$ cat src/rtl/ptli_pkg.sv
package ptli_pkg;

    localparam int TIME_FRAC_BITS = 32;
    localparam int TIME_W         = 16 + TIME_FRAC_BITS;
    localparam int DATE_W         = 17;
    localparam int MAG_W          = TIME_W + 1;
    localparam int DAYS_W         = DATE_W;
    localparam int PROD_W         = MAG_W + DAYS_W;
    localparam int CNT_REG_W      = 9;

    localparam logic [2:0] ST_OK     = 3'd0;
    localparam logic [2:0] ST_BEFORE = 3'd1;
    localparam logic [2:0] ST_FEW    = 3'd2;
    localparam logic [2:0] ST_DUP    = 3'd3;
    localparam logic [2:0] ST_FIRST  = 3'd4;

    localparam logic OP_LOAD  = 1'b0;
    localparam logic OP_QUERY = 1'b1;

    typedef struct packed {
        logic                     operation;
        logic [7:0]               entry_index;
        logic [DATE_W-1:0]        entry_date;
        logic signed [TIME_W-1:0] entry_time;
        logic [DATE_W-1:0]        date_start;
        logic [DATE_W-1:0]        date_end;
    } t_in_item;

    typedef struct packed {
        logic signed [TIME_W-1:0] year_fraction;
        logic [2:0]               status;
    } t_out_item;

endpackage

$ cat src/rtl/ptli_muldiv.sv
// Unsigned mag * days / span, truncated; a quotient of 2^MAG_W or more is capped at 2^TIME_W.
// Shift-add multiply one bit a cycle, then restoring divide one bit a cycle.
module ptli_muldiv (
    input  logic                          i_clk,
    input  logic                          i_rst_n,
    input  logic                          i_start,
    input  logic [ptli_pkg::MAG_W-1:0]    i_mag,
    input  logic [ptli_pkg::DAYS_W-1:0]   i_days,
    input  logic [ptli_pkg::DATE_W-1:0]   i_span,
    output logic                          o_done,
    output logic [ptli_pkg::MAG_W-1:0]    o_quot
);

    localparam int MW = ptli_pkg::MAG_W;
    localparam int DW = ptli_pkg::DAYS_W;
    localparam int PW = ptli_pkg::PROD_W;
    localparam int SW = ptli_pkg::DATE_W;

    typedef enum logic [1:0] {M_IDLE, M_MUL, M_DIV, M_DONE} t_mstate;

    t_mstate          r_state;
    logic [PW-1:0]    r_acc;
    logic [MW-1:0]    r_mag;
    logic [DW-1:0]    r_days;
    logic [SW-1:0]    r_span;
    logic [SW-1:0]    r_rem;
    logic [MW-1:0]    r_quot;
    logic [5:0]       r_step;
    logic [SW:0]      w_trial;
    logic [PW-1:0]    w_acc_next;

    // one multiply step and one divide step
    always_comb begin
        w_acc_next = {r_acc[PW-2:0], 1'b0} + (r_days[DW-1] ? PW'(r_mag) : '0);
        w_trial    = {r_rem, r_acc[MW-1]};
    end

    always_ff @(posedge i_clk) begin
        if (!i_rst_n) begin
            r_state <= M_IDLE;
            r_step  <= '0;
        end else begin
            case (r_state)
                M_IDLE: begin
                    if (i_start) begin
                        r_mag   <= i_mag;
                        r_days  <= i_days;
                        r_span  <= i_span;
                        r_acc   <= '0;
                        r_step  <= 6'(DW - 1);
                        r_state <= M_MUL;
                    end
                end
                M_MUL: begin
                    r_acc  <= w_acc_next;
                    r_days <= {r_days[DW-2:0], 1'b0};
                    if (r_step == '0) begin
                        // quotient at or above 2^MW only needs the cap
                        if (w_acc_next[PW-1:MW] >= r_span) begin
                            r_quot  <= MW'(1) << (MW - 1);
                            r_state <= M_DONE;
                        end else begin
                            r_rem   <= w_acc_next[PW-1:MW];
                            r_quot  <= '0;
                            r_step  <= 6'(MW - 1);
                            r_state <= M_DIV;
                        end
                    end else begin
                        r_step <= r_step - 6'd1;
                    end
                end
                M_DIV: begin
                    r_acc <= {r_acc[PW-2:0], 1'b0};
                    if (w_trial >= {1'b0, r_span}) begin
                        r_rem  <= SW'(w_trial - {1'b0, r_span});
                        r_quot <= {r_quot[MW-2:0], 1'b1};
                    end else begin
                        r_rem  <= w_trial[SW-1:0];
                        r_quot <= {r_quot[MW-2:0], 1'b0};
                    end
                    if (r_step == '0) begin
                        r_state <= M_DONE;
                    end else begin
                        r_step <= r_step - 6'd1;
                    end
                end
                M_DONE: begin
                    r_state <= M_IDLE;
                end
                default: begin
                    r_state <= M_IDLE;
                end
            endcase
        end
    end

    assign o_done = (r_state == M_DONE);
    assign o_quot = r_quot;

endmodule

$ cat config.mk
export PLATFORM = sky130hd
export DESIGN_NAME = ptli_muldiv
export DESIGN_NICKNAME = d
export VERILOG_FILES = /design/src/rtl/ptli_pkg.sv /design/src/rtl/ptli_muldiv.sv
export SDC_FILE = /design/constraint.sdc
export NUM_CORES = 1
export LEC_CHECK = 0
export ABC_CLOCK_PERIOD_IN_PS = 6130
export BUFFER_PORTS_ARGS = -buffer_cell sky130_fd_sc_hd__buf_2
export CORE_ASPECT_RATIO = 1.4
export CORE_MARGIN = 3
export CORE_UTILIZATION = 60
export CTS_BUF_LIST = sky130_fd_sc_hd__clkbuf_8
export CTS_CLUSTER_DIAMETER = 40
export CTS_CLUSTER_SIZE = 30
export DETAILED_ROUTE_END_ITERATION = 10
export HOLD_SLACK_MARGIN = 0.05
export PLACE_DENSITY = 0.93
export SYNTH_ARGS = -nofsm -noshare
export SYNTH_HDL_FRONTEND = slang
export SYNTH_SLANG_ARGS = --single-unit
$ cat constraint.sdc
create_clock -name i_clk -period 6.13 [get_ports i_clk]
set_input_delay 0.3065 -clock i_clk [delete_from_list [all_inputs] [get_ports i_clk]]
set_output_delay 0.3065 -clock i_clk [all_outputs]
set_load 0.05 [all_outputs]
==> flow_summary_export.csv <==
group,metric,value,unit
grt,grt_pass1_vias,11180,
grt,overflow,0,
layout,drive_gt1_frac,0.1724,
yosys,synthAdderAreaFrac,0.08421,
placement,portBuffers,135,
yosys,synth_edf_count,214,
setup_path,worst-path-buf-inv,3,
routing,wire_per_inst,18.38,um
layout,instances_no_fill,1788,
timing,worst_pin_slew,1.076,ns
routing,wl_met3,1811,um
setup_path,crit_chain,"buf_12, and2_1, ha_1, a21oi_1, a21oi_1, o21ai_1, a211o_1, a21oi_1, a21boi_1, o21ai_0, a21boi_0, or2_2, ha_1, a21o_1, a21o_1, a21oi_1, o21ai_0, a41oi_1, inv_1, o21ai_0, and2_1, buf_4",
die,core_area,0.02202,mm^2
setup_path,critPathArrivalTime,6.00,ns
grt,grt_pass1_wl,53290,um
cts,clkTransAtPathRegs,0.10,ns
timing,fin_worst_skew,0.04177,ns
placement,gp_congestion,1.010,
placement,dp.cells,1652,
setup_path,start_kind,"register",
timing,worst_hold_slack,0.2575,ns
setup_path,crit_required,6.39,ns
yosys,async_reset_ff_frac,0,
yosys,synth-seq-area-share,0.4861,
yosys,avgSynthCellArea,10.68,um^2
routing,dr_total_vias,10850,
die,die_w,133.0,um
timing,rsz0062_at_grt,"no",
routing,wl,32870,um
grt,antenna_found_initial,0,
grt,grtUsageTotal,0.2640,
yosys,yosys.area_share.simple,0.1638,
layout,area_growth,18.17,%
yosys,synth_top_family_by_area,"compound AO/OA/AOI/OAI gates",
setup_path,crit_top_cell,"a21oi_1",
cts,cts-buffers-inserted,28,
die,start_util,0.6153,
power_and_ir_drop,p_per_area,424.9,mW/mm^2
timing,finalMaxSlewViolations,0,
routing,drt.antenna.violating_nets,0,
layout,fin_util,0.7272,
layout,layout.nets,1645,
routing,drc,0,
die,fp.dieH,183.8,um
timing,hold_violations,0,
yosys,ys.flop_type,"edfxtp_1",
timing,fmax,0.1743,GHz
yosys,synth_compound_area_frac,0.1659,
yosys,synth_xor_area_frac,0.04958,
routing,wl_met1,12260,um
routing,via_per_inst,6.066,
cts,clk_path_buf_depth,3,
cts,cts_htree_levels,1,
cts,cts-resized-gates,0,
yosys,synth_cell_types,84,
timing,relSlewSlack,0.2828,
timing,timing.final.crit_share,0.9357,
grt,grt_max_degree,78,
run_status,status,"complete, no violations",
cts,clock-sinks,222,
flow_run,drv_cap,0,
yosys,syn_inst,1269,
timing,setup_tns,0,ns
cts,cts_tree,"yes",
layout,diodes,0,
yosys,yosys_warnings,0,
die,io_pins,136,
setup_path,end_kind,"register",
setup_path,cpMaxStageDelayCell,"edfxtp_1",
setup_path,criticalPathCategory,"register to register",
yosys,synth_area,0.01355,mm^2
die,rows,64,
yosys,yosys-mux-area-fraction,0.02096,
setup_path,cp_top_family,"compound AO/OA/AOI/OAI gates",
routing,wl_met2,17250,um
routing,first_pass_iters,7,
die,die_area,0.02445,mm^2
cts,insertion_delay,0.61,ns
power_and_ir_drop,ir_worst_vdd,248.6,uV
cts,clockRootBuffer,"clkbuf_8",
timing,fin_crit,5.736,ns
setup_path,path_max_fanout,49,
routing,top_layer_used,"met4",
yosys,synth_nets,1445,
power_and_ir_drop,p_leak,0.006306,uW
placement,dp_hpwl,22220,um
timing,finalSetupViolations,0,
setup_path,slowest_delay,0.43,ns
routing,dr.first_iter.drc_count,747,
worst_hold_path,min_path_type,"input pin to register",
yosys,ys_ff_latch,222,
repair_timing:
item | 4_1_cts | 5_1_grt
setup buffers | 0 | 0
hold endpoints to repair | 84 | 0
hold buffers | 84 | 0
registers in the layout, summed over array words and instances, names as in the netlist:
signal,flops
o_quot,49
r_mag,49
r_acc,65
r_rem,17
r_days,17
r_step,6
r_state,2
r_span,17
power by group:
part	leakage [uW]	internal (uW)	switching [uW]
sequential	0.00209	2180	197
clock	0.000360	593	708
combinational	0.00385	1130	1990
worst reg2reg max path: stages (launching register included):
cell and delay (ns):
edfxtp_1 0.43, buf_12 0.19, and2_1 0.18, ha_1 0.41
a21oi_1 0.16, a21oi_1 0.19, o21ai_1 0.10, a211o_1 0.32
a21oi_1 0.31, a21boi_1 0.20, o21ai_0 0.31, a21boi_0 0.17
or2_2 0.33, ha_1 0.29, a21o_1 0.16, a21o_1 0.17
a21oi_1 0.14, o21ai_0 0.16, a41oi_1 0.40, inv_1 0.08
o21ai_0 0.26, and2_1 0.18, buf_4 0.25
cells in the final DEF (no fill, tap or decap), drive strengths merged, types with 28 or more instances in the layout:
| cell type | synthesis | final |
|---|---|---|
| edfxtp | 214 | 214 |
| buf | 15 | 145 |
| nand2 | 105 | 105 |
| and2 | 102 | 102 |
| a21oi | 90 | 90 |
| o21ai | 90 | 90 |
| ha | 88 | 88 |
| dlygate4sd3 | 0 | 84 |
| nor2 | 52 | 52 |
| inv | 39 | 52 |
| xnor2 | 42 | 42 |
| xor2 | 33 | 33 |
| nor2b | 33 | 33 |
| a21o | 29 | 29 |
| clkbuf | 44 | 28 |
logic make-up (layout without fill, tap and decap cells):
| group | Yosys count | after routing |
|---|---|---|
| AO/OA/AOI/OAI | 345 | 345 |
| XOR/XNOR | 75 | 75 |
| adder cells (fa/ha/maj) | 90 | 90 |
| flip-flops | 222 | 222 |
| buffers and inverters | 99 | 321 |
| AND/OR/NAND/NOR | 412 | 412 |
| multiplexers | 26 | 26 |
layout make-up:
type	count	area, um^2
sequential	222	6586
clock inverter	24	322.8
inverter	40	150.1
multi-input combinational	948	6593
fill	1481	6008
timing repair buffer	229	1604
tap	297	371.6
clock buffer	28	385.4
layer usage:
| layer | track usage | up-vias |
|---|---|---|
| met3 | 0.03587 | 117 |
| met2 | 0.4886 | 434 |
| met4 | 0.1277 | 0 |
| met5 | 0 | - |
| met1 | 0.2987 | 5192 |
| li1 | - | 5103 |
synthesized netlist by cell type, drive strengths merged, types with 4 or more instances:
master | instances | area, um^2
nor2b | 33 | 209.0
a21boi | 10 | 82.58
a31oi | 10 | 62.56
edfxtp | 214 | 6426
o31a | 4 | 35.03
nand4 | 22 | 165.2
and2 | 102 | 638.1
o21a | 22 | 165.2
o21ai | 90 | 461.7
nor2 | 52 | 197.7
xnor2 | 42 | 382.9
o22ai | 4 | 25.02
a211o | 6 | 52.55
o211ai | 10 | 75.07
o21bai | 9 | 67.56
nand3 | 25 | 130.1
nor3 | 17 | 90.09
or3 | 9 | 56.30
a22oi | 20 | 150.1
and4 | 4 | 35.03
clkbuf | 44 | 167.7
inv | 39 | 146.4
nand2b | 9 | 56.30
xor2 | 33 | 289.0
a21oi | 90 | 465.5
mux2i | 7 | 70.07
ha | 88 | 1101
nand3b | 4 | 33.78
dfxtp | 8 | 160.2
a211oi | 11 | 92.58
nand2 | 105 | 394.1
and3 | 11 | 68.82
or2 | 6 | 37.54
mux2 | 19 | 214.0
a21o | 29 | 219.0
a22o | 4 | 35.03
buf | 15 | 81.32
nor4 | 6 | 50.04
o31ai | 5 | 42.54
worst paths after layout:
kind	start	endpoint	slack (ns)	cells past startpoint
worst max-delay path	r_days[16]	r_rem[4]	0.39	22
worst max register to register	r_days[16]	r_rem[4]	0.39	22
worst min register to register	r_step[1]	r_step[1]	0.49	2
worst min-delay path	i_start	r_state[0]	0.26	4
per-stage QoR:
| stage | worst slack [ns] | total power [uW] | instance area (um^2) |
|---|---|---|---|
| after global placement | 0.8786 | 5285 | 14460 |
| final | 0.3939 | 6804 | 16010 |
| after global routing | 0.01266 | 7209 | 16010 |
| after detailed placement | 0.6620 | 5409 | 14460 |
| after CTS | 0.5194 | 6760 | 16010 |
| after floorplan | 1.093 | 4708 | 13550 |
Power figures use the tool's default switching activity.
